--- src/hw/rtl/pfoq_pkg.sv ---
`timescale 1ns / 1ps

package pfoq_pkg;

    // Number of frame slots in the order list
    localparam int NUM_FRAMES = 64;
    // Frame index width, fixed by the item format
    localparam int FRAME_W    = 6;
    // Address width of the list store
    localparam int ADDR_W     = (NUM_FRAMES > 1) ? $clog2(NUM_FRAMES) : 1;
    // Width of the entry count, holds 0..NUM_FRAMES
    localparam int CNT_W      = $clog2(NUM_FRAMES + 1);

    // Operation codes
    localparam logic [1:0] KIND_APPEND = 2'd0;
    localparam logic [1:0] KIND_REMOVE = 2'd1;
    localparam logic [1:0] KIND_POP    = 2'd2;

    // Result status codes
    localparam logic [1:0] ST_OK        = 2'd0;
    localparam logic [1:0] ST_EMPTY     = 2'd1;
    localparam logic [1:0] ST_NOT_FOUND = 2'd2;
    localparam logic [1:0] ST_FULL      = 2'd3;

    // Source of the reported frame
    typedef enum logic [1:0] {
        SRC_IN  = 2'd0,
        SRC_RD  = 2'd1,
        SRC_LAT = 2'd2
    } t_src;

    // Commands from the controller to the datapath
    typedef struct packed {
        logic       append;
        logic       scan_start;
        logic       scan_step;
        logic       found;
        logic       shift_step;
        logic       finish;
        logic       emit;
        logic [1:0] status;
        t_src       src;
    } t_dp_cmd;

    // Status from the datapath to the controller
    typedef struct packed {
        logic empty;
        logic full;
        logic cmp_vld;
        logic match;
        logic cmp_last;
        logic shift_last;
    } t_dp_stat;

endpackage

--- src/hw/rtl/pfoq_ram.sv ---
`timescale 1ns / 1ps

module pfoq_ram #(
    parameter int WIDTH = 8,
    parameter int DEPTH = 64
) (
    input  logic                     i_clk,
    input  logic                     i_we,
    input  logic [$clog2(DEPTH)-1:0] i_waddr,
    input  logic [WIDTH-1:0]         i_wdata,
    input  logic [$clog2(DEPTH)-1:0] i_raddr,
    output logic [WIDTH-1:0]         o_rdata
);

    logic [WIDTH-1:0] r_mem [DEPTH];
    logic [WIDTH-1:0] r_rdata;

    // Write one word, read one word with registered output
    always_ff @(posedge i_clk) begin
        if (i_we) begin
            r_mem[i_waddr] <= i_wdata;
        end
        r_rdata <= r_mem[i_raddr];
    end

    assign o_rdata = r_rdata;

endmodule

--- src/hw/rtl/pfoq_ctrl.sv ---
`timescale 1ns / 1ps

module pfoq_ctrl (
    input  logic               i_clk,
    input  logic               i_rst_n,
    input  logic               i_start,
    input  logic [1:0]         i_kind,
    input  pfoq_pkg::t_dp_stat i_stat,
    output pfoq_pkg::t_dp_cmd  o_cmd,
    output logic               o_busy
);

    import pfoq_pkg::*;

    typedef enum logic [2:0] {
        S_IDLE  = 3'b001,
        S_SCAN  = 3'b010,
        S_SHIFT = 3'b100
    } t_state;

    t_state  r_state;
    t_state  n_state;
    t_dp_cmd cmd;

    // Decode commands and next state
    always_comb begin
        n_state = r_state;
        cmd     = '0;
        cmd.src = SRC_IN;
        case (r_state)
            S_IDLE: begin
                if (i_start) begin
                    case (i_kind)
                        KIND_APPEND: begin
                            cmd.emit = 1'b1;
                            if (i_stat.full) begin
                                cmd.status = ST_FULL;
                            end else begin
                                cmd.append = 1'b1;
                                cmd.status = ST_OK;
                            end
                        end
                        KIND_REMOVE, KIND_POP: begin
                            if (i_stat.empty) begin
                                cmd.emit   = 1'b1;
                                cmd.status = ST_EMPTY;
                            end else begin
                                cmd.scan_start = 1'b1;
                                n_state        = S_SCAN;
                            end
                        end
                        default: begin
                            // unused code: drop the item
                        end
                    endcase
                end
            end
            S_SCAN: begin
                cmd.scan_step = 1'b1;
                if (i_stat.cmp_vld && i_stat.match) begin
                    cmd.found = 1'b1;
                    if (i_stat.cmp_last) begin
                        cmd.finish = 1'b1;
                        cmd.emit   = 1'b1;
                        cmd.status = ST_OK;
                        cmd.src    = SRC_RD;
                        n_state    = S_IDLE;
                    end else begin
                        n_state = S_SHIFT;
                    end
                end else if (i_stat.cmp_vld && i_stat.cmp_last) begin
                    cmd.emit   = 1'b1;
                    cmd.status = ST_NOT_FOUND;
                    n_state    = S_IDLE;
                end
            end
            S_SHIFT: begin
                cmd.shift_step = 1'b1;
                if (i_stat.shift_last) begin
                    cmd.finish = 1'b1;
                    cmd.emit   = 1'b1;
                    cmd.status = ST_OK;
                    cmd.src    = SRC_LAT;
                    n_state    = S_IDLE;
                end
            end
            default: begin
                n_state = S_IDLE;
            end
        endcase
    end

    // Advance state
    always_ff @(posedge i_clk) begin
        if (!i_rst_n) begin
            r_state <= S_IDLE;
        end else begin
            r_state <= n_state;
        end
    end

    assign o_cmd  = cmd;
    assign o_busy = (r_state != S_IDLE);

endmodule

--- src/hw/rtl/pfoq_dp.sv ---
`timescale 1ns / 1ps

module pfoq_dp (
    input  logic                           i_clk,
    input  logic                           i_rst_n,
    input  logic [1:0]                     i_kind,
    input  logic [pfoq_pkg::FRAME_W-1:0]   i_frame_index,
    input  pfoq_pkg::t_dp_cmd              i_cmd,
    output pfoq_pkg::t_dp_stat             o_stat,
    output logic                           o_valid,
    output logic [pfoq_pkg::FRAME_W-1:0]   o_result_frame,
    output logic [1:0]                     o_status
);

    import pfoq_pkg::*;

    logic [CNT_W-1:0]   r_count,     n_count;
    logic [CNT_W-1:0]   r_ptr,       n_ptr;
    logic [CNT_W-1:0]   r_cmp_pos,   n_cmp_pos;
    logic               r_cmp_vld,   n_cmp_vld;
    logic [CNT_W-1:0]   r_wr_pos,    n_wr_pos;
    logic [FRAME_W-1:0] r_frame,     n_frame;
    logic               r_pop,       n_pop;
    logic [FRAME_W-1:0] r_res_frame, n_res_frame;
    logic               r_out_vld,   n_out_vld;
    logic [FRAME_W-1:0] r_out_frame, n_out_frame;
    logic [1:0]         r_out_status, n_out_status;

    logic               ram_we;
    logic [ADDR_W-1:0]  ram_waddr;
    logic [FRAME_W-1:0] ram_wdata;
    logic [FRAME_W-1:0] rd_data;
    logic [FRAME_W-1:0] sel_frame;

    // Steer the single write port: append at tail or move an entry down
    assign ram_we    = i_cmd.append | i_cmd.shift_step;
    assign ram_waddr = i_cmd.append ? r_count[ADDR_W-1:0] : r_wr_pos[ADDR_W-1:0];
    assign ram_wdata = i_cmd.append ? i_frame_index : rd_data;

    pfoq_ram #(
        .WIDTH (FRAME_W),
        .DEPTH (NUM_FRAMES)
    ) u_ram (
        .i_clk   (i_clk),
        .i_we    (ram_we),
        .i_waddr (ram_waddr),
        .i_wdata (ram_wdata),
        .i_raddr (r_ptr[ADDR_W-1:0]),
        .o_rdata (rd_data)
    );

    // Report list and walk status
    always_comb begin
        o_stat.empty      = (r_count == '0);
        o_stat.full       = (r_count == CNT_W'(NUM_FRAMES));
        o_stat.cmp_vld    = r_cmp_vld;
        o_stat.match      = r_pop || (rd_data == r_frame);
        o_stat.cmp_last   = ((r_cmp_pos + CNT_W'(1)) == r_count);
        o_stat.shift_last = ((r_wr_pos + CNT_W'(2)) == r_count);
    end

    // Pick the frame to report
    always_comb begin
        case (i_cmd.src)
            SRC_IN:  sel_frame = i_frame_index;
            SRC_RD:  sel_frame = rd_data;
            SRC_LAT: sel_frame = r_res_frame;
            default: sel_frame = '0;
        endcase
    end

    // Next values of the walk and count registers
    always_comb begin
        n_count      = r_count;
        n_ptr        = r_ptr;
        n_cmp_pos    = r_cmp_pos;
        n_cmp_vld    = r_cmp_vld;
        n_wr_pos     = r_wr_pos;
        n_frame      = r_frame;
        n_pop        = r_pop;
        n_res_frame  = r_res_frame;
        n_out_vld    = i_cmd.emit;
        n_out_status = i_cmd.status;
        n_out_frame  = (i_cmd.status == ST_OK) ? sel_frame : '0;

        if (i_cmd.append) begin
            n_count = r_count + CNT_W'(1);
        end
        if (i_cmd.finish) begin
            n_count = r_count - CNT_W'(1);
        end

        // start the walk at the head
        if (i_cmd.scan_start) begin
            n_ptr     = '0;
            n_cmp_vld = 1'b0;
            n_frame   = i_frame_index;
            n_pop     = (i_kind == KIND_POP);
        end

        // compare stage trails the read address, in step with the registered read data
        if (i_cmd.scan_step) begin
            n_ptr     = r_ptr + CNT_W'(1);
            n_cmp_pos = r_ptr;
            n_cmp_vld = 1'b1;
        end

        if (i_cmd.found) begin
            n_wr_pos    = r_cmp_pos;
            n_res_frame = rd_data;
        end

        // close the gap: read one ahead, write one behind
        if (i_cmd.shift_step) begin
            n_ptr    = r_ptr + CNT_W'(1);
            n_wr_pos = r_wr_pos + CNT_W'(1);
        end
    end

    // Hold control state under reset
    always_ff @(posedge i_clk) begin
        if (!i_rst_n) begin
            r_count   <= '0;
            r_cmp_vld <= 1'b0;
            r_out_vld <= 1'b0;
        end else begin
            r_count   <= n_count;
            r_cmp_vld <= n_cmp_vld;
            r_out_vld <= n_out_vld;
        end
    end

    // Advance payload registers
    always_ff @(posedge i_clk) begin
        r_ptr        <= n_ptr;
        r_cmp_pos    <= n_cmp_pos;
        r_wr_pos     <= n_wr_pos;
        r_frame      <= n_frame;
        r_pop        <= n_pop;
        r_res_frame  <= n_res_frame;
        r_out_frame  <= n_out_frame;
        r_out_status <= n_out_status;
    end

    assign o_valid        = r_out_vld;
    assign o_result_frame = r_out_frame;
    assign o_status       = r_out_status;

endmodule

--- src/hw/rtl/page_frame_order_queue.sv ---
`timescale 1ns / 1ps
// Ordered list of page frame indices for FIFO replacement, oldest at the head.
// Request channel: drive i_kind and i_frame_index with start; the item is taken
// at a clock edge where start is high and busy is low. i_kind selects append at
// tail, remove the first matching frame, or pop the head; the unused code is
// dropped with no result.
// Result channel: o_valid is high for one cycle with o_result_frame and
// o_status (ok, empty, not found, full). The frame is zero unless status is ok.
// The receiver cannot stall; every result must be taken in its cycle.
// Timing: append, a refused request or a request on an empty list answers in
// the cycle after acceptance and keeps busy low. Remove and pop walk the list
// in a memory with one read and one write port: first the registered read is
// primed, then entries are compared in order up to the match (or the end of
// the list), then the entries behind the match are moved down to close the
// gap. Busy stays high through the walk, and the result shows in the cycle
// busy falls. One item is in work at a time.
// Reset (synchronous, active low) empties the list; stored words need no
// clearing since only entries below the count are used.
module page_frame_order_queue (
    input  logic                         i_clk,
    input  logic                         i_rst_n,
    input  logic                         start,
    output logic                         busy,
    input  logic [1:0]                   i_kind,
    input  logic [pfoq_pkg::FRAME_W-1:0] i_frame_index,
    output logic                         o_valid,
    output logic [pfoq_pkg::FRAME_W-1:0] o_result_frame,
    output logic [1:0]                   o_status
);

    import pfoq_pkg::*;

    t_dp_cmd  cmd;
    t_dp_stat stat;

    pfoq_ctrl u_ctrl (
        .i_clk   (i_clk),
        .i_rst_n (i_rst_n),
        .i_start (start),
        .i_kind  (i_kind),
        .i_stat  (stat),
        .o_cmd   (cmd),
        .o_busy  (busy)
    );

    pfoq_dp u_dp (
        .i_clk          (i_clk),
        .i_rst_n        (i_rst_n),
        .i_kind         (i_kind),
        .i_frame_index  (i_frame_index),
        .i_cmd          (cmd),
        .o_stat         (stat),
        .o_valid        (o_valid),
        .o_result_frame (o_result_frame),
        .o_status       (o_status)
    );

endmodule

--- config.mk ---
export PLATFORM = sky130hd
export DESIGN_NAME = page_frame_order_queue
export DESIGN_NICKNAME = d
export VERILOG_FILES = /design/src/hw/rtl/pfoq_pkg.sv /design/src/hw/rtl/pfoq_ram.sv /design/src/hw/rtl/pfoq_ctrl.sv /design/src/hw/rtl/pfoq_dp.sv /design/src/hw/rtl/page_frame_order_queue.sv
export SDC_FILE = /design/constraint.sdc
export NUM_CORES = 1
export LEC_CHECK = 0
export ABC_CLOCK_PERIOD_IN_PS = 5500
export CELL_PAD_IN_SITES_DETAIL_PLACEMENT = 1
export CELL_PAD_IN_SITES_GLOBAL_PLACEMENT = 1
export CORE_ASPECT_RATIO = 0.7
export CORE_MARGIN = 2
export CORE_UTILIZATION = 40
export DETAILED_ROUTE_END_ITERATION = 6
export DONT_BUFFER_PORTS = 1
export PLACE_DENSITY_LB_ADDON = 0.3
export SKIP_LAST_GASP = 1
export SYNTH_ARGS = -nofsm -noshare
export SYNTH_HDL_FRONTEND = slang
export SYNTH_SLANG_ARGS = --single-unit
--- constraint.sdc ---
create_clock -name i_clk -period 5.5 [get_ports i_clk]
set_clock_uncertainty 0.2 [all_clocks]
set_input_delay 0.275 -clock i_clk [delete_from_list [all_inputs] [get_ports i_clk]]
set_output_delay 0.275 -clock i_clk [all_outputs]
set_load 0.02 [all_outputs]
Word level (Yosys, flattened, before mapping)
Memories as Yosys holds them, arrays and structs flattened. A register that Yosys moved wholly into a read port is not among the register bits.
Cells that the tools add are included.
{"block": "totals", "ff_bits": 54, "latch_bits": 0, "mem_bits_rw": 384, "romBits": 0, "input_bits": 11, "out_inout_bits": 10, "memories": 1}
{"block": "op_classes", "addsub": 6, "mul": 0, "div_mod_pow": 0, "n_lt_le_gt_ge": 0, "n_eq_ne": 17, "shift": 0, "mux": 44, "bitwise_logic": 1, "n_reduce_logical": 13}
{"memory": "u_dp.u_ram.r_mem", "words": 64, "word_bits": 6, "read_ports": 1, "rd_clocked_by_memory_dff": 1, "wr": 1, "line": "pfoq_ram.sv:15", "rtl": "logic [WIDTH-1:0] r_mem [DEPTH];"}
{"operator": "$mux 7", "n": 7}
{"operator": "$mux 3", "n": 11}
{"operator": "$add 7x1->7 const B", "n": 4}
{"operator": "$mux 6", "n": 4}
{"operator": "$pmux 3 s3", "n": 2}
{"operator": "$pmux 6 s3", "n": 1}
{"operator": "$eq 7x7->1", "n": 2}
{"operator": "$mux 1", "n": 11}
{"operator": "$mux 2", "n": 5}
{"operator": "$ne 2x2->1 const B", "n": 4}
{"operator": "$add 7x2->7 const B", "n": 1}
{"operator": "$eq 7x7->1 const B", "n": 1}
{"operator": "$logic_not 7->1", "n": 1}
{"operator": "$sub 7x1->7 const B", "n": 1}
{"operator": "$eq 6x6->1", "n": 1}
{"operator": "$logic_not 2->1", "n": 3}
{"operator": "$ne 3x1->1 const B", "n": 2}
{"operator": "$pmux 3 s2", "n": 1}
{"operator": "$reduce_bool 2->1", "n": 3}
{"operator": "$reduce_and 5->1", "n": 1}
{"operator": "$eq 2x1->1 const B", "n": 2}
{"operator": "$eq 2x2->1 const B", "n": 2}
{"operator": "$pmux 2 s2", "n": 1}
{"operator": "$eq 3x1->1 const B", "n": 1}
{"operator": "other kinds (8)", "n": 9}

Longest topological paths before layout
Gate-level depths: netlist (run 1).
{"block": "logic_depth", "depth_word": 8, "ltp_mapped": 15, "depth_no_buf": 14}

Cells and area by module
Synthesis (run 1) repeated with hierarchy kept, for this count alone.
{"block": "hier_totals", "hier_cells": 1025, "area_unflattened_um2": 18430.2}
{"mod": "pfoq_ram", "instances": 1, "cells_each": 720, "area_each_um2": 15225.9, "seq_area_each_um2": 11651.2}
{"mod": "pfoq_dp", "instances": 1, "cells_each": 265, "area_each_um2": 2890.3, "seq_area_each_um2": 1361.3}
{"mod": "pfoq_ctrl", "instances": 1, "cells_each": 40, "area_each_um2": 314.1, "seq_area_each_um2": 60.1}

Least setup slack after synthesis (run 1)
OpenSTA, ideal clock, no wires.
{"block": "synth_path", "kind": "reg2reg", "startpoint": "register u_dp.r_cmp_pos[0]", "endpoint": "register u_dp.r_count[6]", "setup_ps": 122, "arrival_ps": 2987, "t_required_ps": 5178, "setup_slack_ps": 2191, "stages_incl_launch_ff": 16, "path_buffers": 1, "period_less_slack_ps": 3309, "cell_sequence": "edfxtp_1 -> ha_1 -> xnor2_1 -> o211ai_1 -> a211oi_1 -> o211a_1 -> buf_4 -> nor2_1 -> inv_1 -> ha_1 -> o21ai_0 -> a21oi_1 -> o21ai_0 -> o2111ai_1 -> o221ai_1 -> nor3_1"}
{"block": "synth_between", "elab_chain_len": 6, "elab_cells_between_ends": 7, "cone_classes": "add/sub (1); eq/ne (1); mux (4); reduce/logical (1)"}
{"item": "start, declared", "line": "pfoq_dp.sv:19", "rtl": "logic [CNT_W-1:0] r_cmp_pos, n_cmp_pos;"}
{"item": "start signal, assigned", "line": "pfoq_dp.sv:136", "rtl": "r_cmp_pos <= n_cmp_pos;"}
{"item": "$add 7x1->7 *", "line": "pfoq_dp.sv:58", "rtl": "o_stat.cmp_last = ((r_cmp_pos + CNT_W'(1)) == r_count);"}
{"item": "$eq 7x7->1 *", "line": "pfoq_dp.sv:58"}
{"item": "$mux 6 *", "line": "pfoq_ctrl.sv:62", "rtl": "if (i_stat.cmp_last) begin"}
{"item": "$mux 1 *", "line": "pfoq_ctrl.sv:60", "rtl": "if (i_stat.cmp_vld && i_stat.match) begin"}
{"item": "$pmux 1 s2 *", "line": "pfoq_ctrl.sv:30", "rtl": "case (r_state)"}
{"item": "$mux 7 or $reduce_bool 2->1 (tied branches)"}
{"item": "end signal, assigned", "line": "pfoq_dp.sv:127", "rtl": "r_count <= n_count;"}
{"item": "end, declared", "line": "pfoq_dp.sv:17", "rtl": "logic [CNT_W-1:0] r_count, n_count;"}
Every way passes the cells marked *; elsewhere a longest branch is shown, timed or not.
A chain may end at the register's enable or synchronous reset.

Worst setup path in the final report (run 1)
{"block": "layout_path", "startpoint": "register u_dp.u_ram.r_rdata[4] (netlist: u_dp.u_ram.o_rdata[4]) (read register of u_dp.u_ram.r_mem)", "endpoint": "register u_dp.r_count[6]"}
{"block": "layout_between", "elab_chain_len": 6, "elab_cells_between_ends": 7, "cone_classes": "eq/ne (1); mux (3); reduce/logical (3)"}
{"item": "start, declared", "line": "pfoq_ram.sv:16", "rtl": "logic [WIDTH-1:0] r_rdata;"}
{"item": "$eq 6x6->1 *", "line": "pfoq_dp.sv:57", "rtl": "o_stat.match = r_pop || (rd_data == r_frame);"}
{"item": "$logic_or 1x1->1 *", "line": "pfoq_dp.sv:57"}
{"item": "$logic_and 1x1->1 *", "line": "pfoq_ctrl.sv:60"}
{"item": "$mux 1 *", "line": "pfoq_ctrl.sv:60"}
{"item": "$pmux 1 s2 *", "line": "pfoq_ctrl.sv:30"}
{"item": "$mux 7 or $reduce_bool 2->1 (tied branches)"}
Marks and branches as above.

==> flow_results.xml, run 1 <==
<?xml version="1.0" encoding="UTF-8"?>
<metrics>
  <group name="die">
    <metric name="die_w" unit="µm">260.4</metric>
    <metric name="initial_utilization" unit="">0.4071</metric>
    <metric name="core" unit="µm²">45220</metric>
    <metric name="fp.dieArea" unit="µm²">47780</metric>
    <metric name="i_o_pin_count" unit="">21</metric>
    <metric name="height_of_the_chip" unit="µm">183.5</metric>
    <metric name="row_count" unit="">65</metric>
  </group>
  <group name="synth">
    <metric name="synth_compound_area_frac" unit="">0.03977</metric>
    <metric name="synthesis.nets" unit="">1053</metric>
    <metric name="synth_area" unit="µm²">18410</metric>
    <metric name="synth_fa_ha_area_frac" unit="">0.009245</metric>
    <metric name="yosys.cell_count.top_type" unit="">edfxtp_1</metric>
    <metric name="ffs_latches_synth" unit="">444</metric>
    <metric name="synth_xor_area_frac" unit="">0.01611</metric>
    <metric name="synth-async-reset-ratio" unit="">0</metric>
    <metric name="syn-mean-instance-area" unit="µm²">17.89</metric>
    <metric name="post_synthesis_sequential_area_ratio" unit="">0.7102</metric>
    <metric name="synth_simple_gate_area_frac" unit="">0.06030</metric>
    <metric name="syn-instance-count" unit="">1029</metric>
    <metric name="synth.top_cell.area_share" unit="">0.6819</metric>
    <metric name="main_combinational_cell_family_by_area_after_synthesis" unit="">multiplexers</metric>
    <metric name="synth.top_cells.by_count" unit="">edfxtp_1 (418), mux4_2 (108), nor2_1 (89), nand2_1 (71), mux2i_1 (27)</metric>
    <metric name="synth.top_cells.by_area" unit="">edfxtp_1 (68%), mux4_2 (13%), dfxtp_1 (2.8%)</metric>
    <metric name="post-synth-top-area-cell" unit="">edfxtp_1</metric>
    <metric name="number_of_enable_flip_flop_cells_after_synthesis" unit="">418</metric>
    <metric name="synth_mux_area_frac" unit="">0.1468</metric>
    <metric name="synth-main-ff-cell" unit="">edfxtp_1</metric>
    <metric name="yosys_warnings" unit="">0</metric>
    <metric name="post_synth_num_cell_types" unit="">68</metric>
  </group>
  <group name="timing">
    <metric name="hold_viol_final" unit="">0</metric>
    <metric name="finalSetupTns" unit="ps">0</metric>
    <metric name="final.period_utilization" unit="">0.7602</metric>
    <metric name="maxClockFrequency" unit="MHz">239.2</metric>
    <metric name="hold-worst-slack" unit="ps">63.77</metric>
    <metric name="number_of_setup_violations_in_the_final_report" unit="">0</metric>
    <metric name="setup_repair_after_global_routing_missed_its_margin" unit="">no</metric>
    <metric name="max-slew-margin-rel" unit="">0.2344</metric>
    <metric name="drv_slew" unit="">0</metric>
    <metric name="post-route-min-period" unit="ps">4181</metric>
    <metric name="max_slew.worst_pin.slew" unit="ps">1143</metric>
  </group>
  <group name="detailed_routing">
    <metric name="drt-pass1-iter-count" unit="">5</metric>
    <metric name="drc_violations" unit="">0</metric>
    <metric name="wire_per_inst" unit="µm">26.49</metric>
    <metric name="drt-vias-per-instance" unit="">5.715</metric>
    <metric name="antenna_left" unit="">0</metric>
    <metric name="initialDrtViolationCount" unit="">869</metric>
    <metric name="num_vias" unit="">9675</metric>
    <metric name="wl" unit="mm">44.84</metric>
  </group>
  <group name="placed_design">
    <metric name="io_buffers" unit="">0</metric>
    <metric name="dp_cells" unit="">1603</metric>
    <metric name="detailed_place.area" unit="µm²">19110</metric>
    <metric name="gpl.final_weighted_congestion" unit="">0.8055</metric>
    <metric name="dp.final_hpwl" unit="mm">29.20</metric>
  </group>
  <group name="clocking">
    <metric name="path_clk_slew" unit="ps">70</metric>
    <metric name="cts_sinks" unit="">444</metric>
    <metric name="clock-root-buffer" unit="">clkbuf_16</metric>
    <metric name="clock_tree_from_tritoncts" unit="">built</metric>
    <metric name="h-tree-depth" unit="">2</metric>
    <metric name="ctsLongestPathBuffers" unit="">3</metric>
    <metric name="insertion_delay" unit="ps">560</metric>
    <metric name="cts_inserted_buffers" unit="">43</metric>
  </group>
  <group name="global_routing">
    <metric name="globalRoute.totalOverflow" unit="">0</metric>
    <metric name="grt_util_all_layers" unit="">0.1946</metric>
    <metric name="wire_length_of_the_first_global_routing_pass" unit="mm">67.92</metric>
    <metric name="first_global_vias" unit="">10020</metric>
    <metric name="initial_antenna_violation_count" unit="">4</metric>
    <metric name="grt_max_degree" unit="">55</metric>
  </group>
  <group name="layout">
    <metric name="area.growth.synth_to_final" unit="%">12.22</metric>
    <metric name="postLayoutCoreUtil" unit="">0.4568</metric>
    <metric name="stdcell_count" unit="">1693</metric>
    <metric name="fill_cells" unit="">4295</metric>
    <metric name="final_area" unit="µm²">20650</metric>
    <metric name="post_route_cells_drive_above_1_share" unit="">0.1947</metric>
    <metric name="num-nets-final" unit="">1080</metric>
  </group>
  <group name="worst_setup_path">
    <metric name="critical_path.startpoint_type" unit="">register</metric>
    <metric name="crit_slowest_cell" unit="">nor4_1</metric>
    <metric name="crit_path_end_kind" unit="">register</metric>
    <metric name="required" unit="ps">5740</metric>
    <metric name="crit_fanout" unit="">10</metric>
    <metric name="path_class" unit="">register to register</metric>
    <metric name="timing.critical_path.cells" unit="">xor2_1 &gt; nor4_1 &gt; a32o_1 &gt; o211a_1 &gt; nor2_1 &gt; inv_1 &gt; ha_1 &gt; o21ai_0 &gt; a21oi_1 &gt; o21ai_0 &gt; o2111ai_1 &gt; o221ai_1 &gt; nor3_1</metric>
    <metric name="critPathMaxStageDelay" unit="ps">570</metric>
    <metric name="crit_path_frequent_cell" unit="">o21ai_0</metric>
    <metric name="cp.arrival" unit="ps">4420</metric>
  </group>
  <group name="power_and_ir_drop">
    <metric name="p_comb_frac" unit="">0.037</metric>
    <metric name="sw_frac_of_total" unit="">0.2082</metric>
    <metric name="leakagePower" unit="nW">6.591</metric>
    <metric name="cellInternalPower" unit="mW">5.598</metric>
    <metric name="share_clk_of_total_power" unit="">0.431</metric>
    <metric name="pwr-share-seq" unit="">0.533</metric>
    <metric name="cellPowerDensity" unit="nW/µm²">342.3</metric>
    <metric name="power.switching" unit="mW">1.472</metric>
    <metric name="worst_vdd_rail_ir_drop" unit="V">0.0002624</metric>
  </group>
  <group name="run">
    <metric name="max_cap_violations" unit="">0</metric>
  </group>
  <group name="status">
    <metric name="status" unit="">complete, no violations</metric>
  </group>
  <group name="hold_path">
    <metric name="hold_path_class" unit="">input port to register</metric>
  </group>
</metrics>
[placed cells by master (no fill, tap or decap), types with 8 or more instances in the layout]
| master | instances |
|---|---|
| a31oi_1 | 14 |
| nor2_1 | 89 |
| mux2i_1 | 27 |
| dfxtp_1 | 26 |
| buf_4 | 19 |
| ha_1 | 12 |
| xnor2_1 | 15 |
| edfxtp_1 | 418 |
| o21ai_0 | 9 |
| nand2_2 | 8 |
| nand2_1 | 65 |
| dlygate4sd3_1 | 11 |
| clkbuf_1 | 8 |
| nand3_1 | 20 |
| clkinv_1 | 9 |
| a21oi_1 | 16 |
| clkbuf_16 | 45 |
| o221ai_1 | 13 |
| inv_1 | 15 |
| mux4_2 | 108 |
| o22ai_1 | 8 |
| xor2_1 | 17 |
[power groups by stage]
| stage | registers, mW | logic (mW) | clock network [mW] |
|---|---|---|---|
| final | 3.77 | 0.258 | 3.05 |
| after global routing | 3.77 | 0.282 | 3.23 |
| after CTS | 3.77 | 0.262 | 3.09 |
| after detailed placement | 3.84 | 0.252 | 0 |
| after global placement | 3.84 | 0.246 | 0 |
| after floorplan | 3.83 | 0.155 | 0 |
[path summary, 6_finish.rpt]
kind                                             from                end  slack [ps]  cells after the start
worst max-delay path            u_dp.u_ram.o_rdata[4]    u_dp.r_count[6]        1320                     13
worst min register to register          u_dp.r_ptr[6]  u_dp.r_cmp_pos[6]         330                      0
worst max register to register  u_dp.u_ram.o_rdata[4]    u_dp.r_count[6]        1320                     13
worst min-delay path                        i_kind[1]  u_ctrl.r_state[0]          60                      5
[repair_timing]
| action | 4_1_cts | 5_1_grt |
|---|---|---|
| endpoints found under the hold margin | 27 | 0 |
| gates resized for setup | 0 | 0 |
| setup buffers | 0 | 0 |
| hold buffers | 11 | 0 |
[layer usage]
| layer | wire (µm) | vias up | GRT usage |
|---|---|---|---|
| met5 | 0 | - | 0 |
| met4 | 678 | 0 | 0.03977 |
| met3 | 3418 | 50 | 0.04770 |
| met2 | 19940 | 326 | 0.2834 |
| met1 | 20810 | 5101 | 0.2972 |
| li1 | - | 4198 | - |
[through the flow]
stage	power, mW	worst slack [ps]
2_1_floorplan	3.986	2191
3_3_place_gp	4.085	1574
3_5_place_dp	4.091	1388
4_1_cts	7.123	1385
5_1_grt	7.274	1087
6_report	7.070	1319
[critical path: cells and delay by family (launching register included)]
| kind | cells | cell delay, ps |
|---|---|---|
| flip-flops | 1 | 450 |
| XOR/XNOR | 1 | 100 |
| AND/OR/NAND/NOR | 3 | 780 |
| AO/OA/AOI/OAI | 7 | 2060 |
| adder cells (fa/ha/maj) | 1 | 300 |
| buffers and inverters | 1 | 170 |
[kinds of logic (layout without fill, tap and decap cells)]
logic type | Yosys count | in the layout
DFF | 444 | 444
and+or+nand+nor | 238 | 238
muxes | 135 | 135
AOI/OAI and AO/OA | 100 | 100
buffers and inverters | 66 | 126
xor gates and xnor gates | 33 | 33
adders and majority gates | 13 | 13
other | 0 | 1
[state kept, by name, summed over array words and instances (netlist names), 2 cells and up]
signal	flops
u_dp.u_ram.r_mem	384
u_dp.r_cmp_pos	7
u_dp.r_count	7
u_dp.r_ptr	7
u_dp.r_wr_pos	7
u_dp.o_result_frame	6
u_dp.r_frame	6
u_dp.r_res_frame	6
u_dp.u_ram.o_rdata	6
u_ctrl.r_state	3
u_dp.o_status	2
[layout make-up]
cell class | instances | area, µm² | area share
well taps | 603 | 754.5 | 0.03653
diodes | 1 | 2.502 | 0.0001212
clock buffers | 53 | 1156 | 0.05597
clock inverters | 25 | 274.0 | 0.01327
repair buffers | 33 | 312.8 | 0.01514
inverters | 15 | 56.30 | 0.002726
flip-flops and latches | 444 | 13070 | 0.6329
multi-input cells | 519 | 5026 | 0.2433
Note: power is estimated with default switching activity, not from simulation.
==> run 2, diff against run 1 <==
ABC_CLOCK_PERIOD_IN_PS = 4000   (was 5500)
clock period = 4 ns   (was 5.5 ns; I/O delays follow)
==> run 2 against run 1 <==
Compared with the run above: global-route usage is 0.16 points higher; largest cell class unchanged; flip-flop and latch count stayed put; utilization is 0.93 points higher; largest power group unchanged; critical path depth stayed put; sequential power is 37% higher; count of clock-buffer cells in the layout is 4 higher; critical endpoint unchanged.
==> flow_results.xml, run 2 (synthesis gave the netlist of run 1 again) <==
<?xml version="1.0" encoding="UTF-8"?>
<metrics>
  <group name="die">
    <metric name="die_w" unit="µm">260.4</metric>
    <metric name="row_count" unit="">65</metric>
    <metric name="i_o_pin_count" unit="">21</metric>
    <metric name="core" unit="µm²">45220</metric>
    <metric name="height_of_the_chip" unit="µm">183.5</metric>
    <metric name="fp.dieArea" unit="µm²">47780</metric>
    <metric name="initial_utilization" unit="">0.4071</metric>
  </group>
  <group name="status">
    <metric name="status" unit="">complete, no violations</metric>
  </group>
  <group name="detailed_routing">
    <metric name="drc_violations" unit="">0</metric>
    <metric name="drt-vias-per-instance" unit="">5.656</metric>
    <metric name="dr_wl_met2" unit="mm">20.05</metric>
    <metric name="num_vias" unit="">9858</metric>
    <metric name="route.top_layer_used" unit="">met5</metric>
    <metric name="m1WireLength" unit="mm">21.69</metric>
    <metric name="wire_per_inst" unit="µm">26.09</metric>
    <metric name="wl" unit="mm">45.48</metric>
    <metric name="initialDrtViolationCount" unit="">924</metric>
    <metric name="antenna_left" unit="">0</metric>
    <metric name="drt-pass1-iter-count" unit="">5</metric>
    <metric name="detail_route_met3_wl" unit="mm">2.939</metric>
  </group>
  <group name="run">
    <metric name="max_cap_violations" unit="">0</metric>
  </group>
  <group name="clocking">
    <metric name="path_clk_slew" unit="ps">70</metric>
    <metric name="cts_inserted_buffers" unit="">42</metric>
    <metric name="h-tree-depth" unit="">2</metric>
    <metric name="postCtsSetupRepairBufs" unit="">0</metric>
    <metric name="clock-root-buffer" unit="">clkbuf_16</metric>
    <metric name="clock_tree_from_tritoncts" unit="">built</metric>
    <metric name="ctsLongestPathBuffers" unit="">3</metric>
    <metric name="cts_sinks" unit="">444</metric>
    <metric name="insertion_delay" unit="ps">550</metric>
  </group>
  <group name="global_routing">
    <metric name="grt_max_degree" unit="">65</metric>
    <metric name="first_global_vias" unit="">10340</metric>
    <metric name="grt_util_all_layers" unit="">0.1962</metric>
    <metric name="initial_antenna_violation_count" unit="">3</metric>
    <metric name="wire_length_of_the_first_global_routing_pass" unit="mm">68.88</metric>
    <metric name="globalRoute.totalOverflow" unit="">0</metric>
  </group>
  <group name="layout">
    <metric name="largest_register_ffs" unit="">384</metric>
    <metric name="post_route_cells_drive_above_1_share" unit="">0.2302</metric>
    <metric name="mostFrequentLayoutCells" unit="">edfxtp_1 (418), mux4_2 (108), nor2_1 (89)</metric>
    <metric name="fill_cells" unit="">4289</metric>
    <metric name="largest-register" unit="">u_dp.u_ram.r_mem</metric>
    <metric name="stdcell_count" unit="">1743</metric>
    <metric name="num-nets-final" unit="">1129</metric>
    <metric name="final_area" unit="µm²">21080</metric>
    <metric name="area.growth.synth_to_final" unit="%">14.51</metric>
    <metric name="layout.cells.most_common" unit="">edfxtp_1</metric>
  </group>
  <group name="placed_design">
    <metric name="detailed_place.area" unit="µm²">19540</metric>
    <metric name="dp_cells" unit="">1652</metric>
    <metric name="dp.final_hpwl" unit="mm">29.96</metric>
    <metric name="dp_worst_setup_slack" unit="ps">200.2</metric>
    <metric name="gpl.final_weighted_congestion" unit="">0.8028</metric>
    <metric name="io_buffers" unit="">0</metric>
  </group>
  <group name="timing">
    <metric name="setup_repair_after_global_routing_missed_its_margin" unit="">no</metric>
    <metric name="final.period_utilization" unit="">0.9193</metric>
    <metric name="number_of_setup_violations_in_the_final_report" unit="">0</metric>
    <metric name="finalSetupTns" unit="ps">0</metric>
    <metric name="max_slew.worst_pin.slew" unit="ps">1045</metric>
    <metric name="maxClockFrequency" unit="MHz">271.9</metric>
    <metric name="hold_viol_final" unit="">0</metric>
    <metric name="max-slew-margin-rel" unit="">0.3005</metric>
    <metric name="post-route-min-period" unit="ps">3677</metric>
    <metric name="drv_slew" unit="">0</metric>
    <metric name="setup_ws_post_layout" unit="ps">322.7</metric>
  </group>
  <group name="worst_setup_path">
    <metric name="crit_fanout" unit="">17</metric>
    <metric name="path_class" unit="">register to register</metric>
    <metric name="required" unit="ps">4230</metric>
    <metric name="critical_path.startpoint_type" unit="">register</metric>
    <metric name="crit_path_end_kind" unit="">register</metric>
    <metric name="cp.arrival" unit="ps">3910</metric>
  </group>
  <group name="power_and_ir_drop">
    <metric name="cellPowerDensity" unit="nW/µm²">457.8</metric>
    <metric name="worst_vdd_rail_ir_drop" unit="V">0.0004103</metric>
    <metric name="leakagePower" unit="nW">6.881</metric>
  </group>
  <group name="hold_path">
    <metric name="hold_path_class" unit="">input port to register</metric>
  </group>
</metrics>
-- run 2: area by class of cell --
type	instances	area, µm²	share of cell area
timing repair buffer	83	753.2	0.03574
tap	603	754.5	0.03580
inverter	15	56.30	0.002671
clock buffer	57	1181	0.05604
sequential	444	13070	0.6202
antenna	2	5.005	0.0002375
clock inverter	20	222.7	0.01057
multi-input combinational	519	5031	0.2387
-- run 2: path summary, 6_finish.rpt --
path / slack, ps / from / depth (start not counted) / endpoint
min: 120 / i_frame_index[4] / 3 / u_dp.u_ram.r_mem[19][4]
max reg2reg: 320 / u_dp.r_count[5] / 13 / u_dp.r_count[6]
max: 320 / u_dp.r_count[5] / 13 / u_dp.r_count[6]
min reg2reg: 300 / u_dp.r_ptr[6] / 0 / u_dp.r_cmp_pos[6]
-- run 2: critical path, cell delays in order, from the launching register on --
cell and delay, ps:
dfxtp_1 690, a21bo_2 280, a2111oi_0 370, nand3b_1 250, o211a_1 210, nor2_1 90
inv_1 170, ha_1 300, o21ai_0 190, a21oi_1 80, o21ai_1 270, o2111ai_1 170
o221ai_1 200, nor3_1 70
-- run 2: report_power, final --
part	total, mW	internal [mW]	switching, mW
registers	5.17	5.14	0.0286
clock network	4.11	2.40	1.71
logic	0.367	0.118	0.249
total	9.65	7.66	1.99
-- run 2: routing by layer --
metal,GRT usage,up-vias
met5,0,-
met4,0.04411,4
met3,0.04122,67
met2,0.2867,277
met1,0.3017,5216
li1,-,4294
-- run 2: repair_timing --
item | in CTS | in global routing
hold buffers | 12 | 0
endpoints found under the hold margin | 34 | 0
endpoints found under the setup margin | 0 | 1
resized for setup | 0 | 2
-- run 2: through the flow --
| step | hold slack (ps) | utilization | power [mW] |
|---|---|---|---|
| 5_1_grt | 129.0 | 0.4660 | 9.940 |
| 3_5_place_dp | 99.20 | 0.4322 | 5.632 |
| 3_3_place_gp | 99.14 | 0.4322 | 5.617 |
| 2_1_floorplan | 98.87 | - | 5.481 |
| 6_report | 122.0 | 0.4661 | 9.649 |
| 4_1_cts | 121.0 | 0.4659 | 9.732 |
==> run 3, diff against run 2 <==
GPL_TIMING_DRIVEN = 0   (was default)
SLEW_MARGIN = 25   (was default)
==> run 3 against run 2 <==
Compared with the run above: non-clock buffer count down 11; power fell by 1.6%; first-iteration DRC count is 17% higher; combinational power increased by 5.4%; maximum frequency fell by 3.9%; critical path type unchanged; largest cell class unchanged.
==> flow_results.xml, run 3 (synthesis gave the netlist of run 1 again) <==
<?xml version="1.0" encoding="UTF-8"?>
<metrics>
  <group name="status">
    <metric name="status" unit="">complete, no violations</metric>
  </group>
  <group name="hold_path">
    <metric name="hold_path_class" unit="">input port to register</metric>
  </group>
  <group name="detailed_routing">
    <metric name="wire_per_inst" unit="µm">26.58</metric>
    <metric name="drt-pass1-iter-count" unit="">5</metric>
    <metric name="drc_violations" unit="">0</metric>
    <metric name="num_vias" unit="">9841</metric>
    <metric name="initialDrtViolationCount" unit="">1083</metric>
    <metric name="wl" unit="mm">46.06</metric>
    <metric name="antenna_left" unit="">0</metric>
    <metric name="drt-vias-per-instance" unit="">5.679</metric>
  </group>
  <group name="worst_setup_path">
    <metric name="path_class" unit="">register to register</metric>
    <metric name="crit_path_end_kind" unit="">register</metric>
    <metric name="critical_path.startpoint_type" unit="">register</metric>
    <metric name="crit_fanout" unit="">10</metric>
    <metric name="required" unit="ps">4000</metric>
    <metric name="cp.arrival" unit="ps">3830</metric>
  </group>
  <group name="clocking">
    <metric name="ctsLongestPathBuffers" unit="">3</metric>
    <metric name="clock_tree_from_tritoncts" unit="">built</metric>
    <metric name="path_clk_slew" unit="ps">60</metric>
    <metric name="insertion_delay" unit="ps">580</metric>
    <metric name="h-tree-depth" unit="">2</metric>
    <metric name="cts_sinks" unit="">444</metric>
    <metric name="clock-root-buffer" unit="">clkbuf_16</metric>
    <metric name="cts_inserted_buffers" unit="">43</metric>
  </group>
  <group name="layout">
    <metric name="num-nets-final" unit="">1119</metric>
    <metric name="largest-register" unit="">u_dp.u_ram.r_mem</metric>
    <metric name="diodes" unit="">0</metric>
    <metric name="mostFrequentLayoutCells" unit="">edfxtp_1 (418), mux4_2 (108), nor2_1 (89)</metric>
    <metric name="post_route_cells_drive_above_1_share" unit="">0.2035</metric>
    <metric name="stdcell_count" unit="">1733</metric>
    <metric name="layout.cells.most_common" unit="">edfxtp_1</metric>
    <metric name="area.growth.synth_to_final" unit="%">13.15</metric>
    <metric name="largest_register_ffs" unit="">384</metric>
  </group>
  <group name="timing">
    <metric name="post-route-min-period" unit="ps">3826</metric>
    <metric name="max-slew-margin-rel" unit="">0.2648</metric>
    <metric name="number_of_setup_violations_in_the_final_report" unit="">0</metric>
    <metric name="max_slew.worst_pin.slew" unit="ps">1098</metric>
    <metric name="final.period_utilization" unit="">0.9565</metric>
    <metric name="maxClockFrequency" unit="MHz">261.4</metric>
    <metric name="drv_slew" unit="">0</metric>
    <metric name="setup_repair_after_global_routing_missed_its_margin" unit="">no</metric>
    <metric name="finalSetupTns" unit="ps">0</metric>
    <metric name="hold_viol_final" unit="">0</metric>
  </group>
  <group name="die">
    <metric name="core" unit="µm²">45220</metric>
    <metric name="i_o_pin_count" unit="">21</metric>
    <metric name="height_of_the_chip" unit="µm">183.5</metric>
    <metric name="row_count" unit="">65</metric>
    <metric name="die_w" unit="µm">260.4</metric>
    <metric name="initial_utilization" unit="">0.4071</metric>
    <metric name="fp.dieArea" unit="µm²">47780</metric>
  </group>
  <group name="global_routing">
    <metric name="grt_util_all_layers" unit="">0.1971</metric>
    <metric name="globalRoute.totalOverflow" unit="">0</metric>
    <metric name="grt_max_degree" unit="">65</metric>
    <metric name="first_global_vias" unit="">10050</metric>
    <metric name="wire_length_of_the_first_global_routing_pass" unit="mm">68.39</metric>
    <metric name="initial_antenna_violation_count" unit="">1</metric>
  </group>
  <group name="power_and_ir_drop">
    <metric name="worst_vdd_rail_ir_drop" unit="V">0.0004089</metric>
    <metric name="total_power" unit="mW">9.499</metric>
    <metric name="leakagePower" unit="nW">6.682</metric>
    <metric name="cellPowerDensity" unit="nW/µm²">456.1</metric>
  </group>
  <group name="placed_design">
    <metric name="io_buffers" unit="">0</metric>
    <metric name="gpl.final_weighted_congestion" unit="">0.8013</metric>
    <metric name="dp.final_hpwl" unit="mm">30.68</metric>
    <metric name="dp_cells" unit="">1636</metric>
  </group>
  <group name="run">
    <metric name="max_cap_violations" unit="">0</metric>
  </group>
</metrics>
[run 3: timing repair]
item | 4_1_cts | 5_1_grt
buffers inserted | 0 | 5
gates resized for setup | 2 | 6
endpoints found under the hold margin | 81 | 0
hold buffers | 12 | 0
endpoints found under the setup margin | 1 | 2
[run 3: report_power, final]
part | total, mW | leakage [nW] | internal (mW) | switching [mW]
registers | 5.17 | 3.98 | 5.14 | 0.0302
logic | 0.387 | 2.05 | 0.126 | 0.261
clock network | 3.94 | 0.647 | 2.14 | 1.80
[run 3: through the flow]
step           utilization  hold WS, ps  instance area, µm²  setup slack (ps)
2_1_floorplan            -        98.87               18410             691.5
3_3_place_gp        0.4237        99.03               19160            -543.2
3_5_place_dp        0.4268        99.06               19300            -138.3
4_1_cts             0.4590        38.17               20760             7.428
5_1_grt             0.4606        87.96               20830             8.894
6_report            0.4606        100.5               20830             174.1
[run 3: per-layer routing]
layer | wire length [µm] | vias up | global-route usage
li1 | - | 4272 | -
met4 | 908 | 0 | 0.04640
met2 | 20220 | 290 | 0.2836
met1 | 21950 | 5213 | 0.3057
met3 | 2978 | 66 | 0.04191
met5 | 0 | - | 0
[run 3: worst paths after layout]
path,cells past startpoint,startpoint,to,slack (ps)
setup / recovery,8,u_dp.r_count[4],u_dp.u_ram.r_mem[62][1],170
hold / removal,1,i_frame_index[5],u_dp.r_frame[5],100
setup reg to reg,8,u_dp.r_count[4],u_dp.u_ram.r_mem[62][1],170
hold reg to reg,0,u_dp.r_ptr[5],u_dp.r_cmp_pos[5],250
[run 3: cell type report]
type / instances / area [µm²]
Buffer: 51 / 267.8
Clock buffer: 55 / 1121
Clock inverter: 25 / 207.7
Fill cell: 4347 / 24390
Inverter: 15 / 56.30
Multi-Input combinational cell: 519 / 5095
Sequential cell: 444 / 13070
Tap cell: 603 / 754.5
Timing Repair Buffer: 21 / 252.7
[run 3: worst max-delay path: stages (launching register included)]
cell      delay [ps]
dfxtp_1          340
buf_2            220
or3_1            470
o311ai_4         580
buf_6            240
nand3_1           90
nand2_1          110
nand2_1          490
nor2_1           700
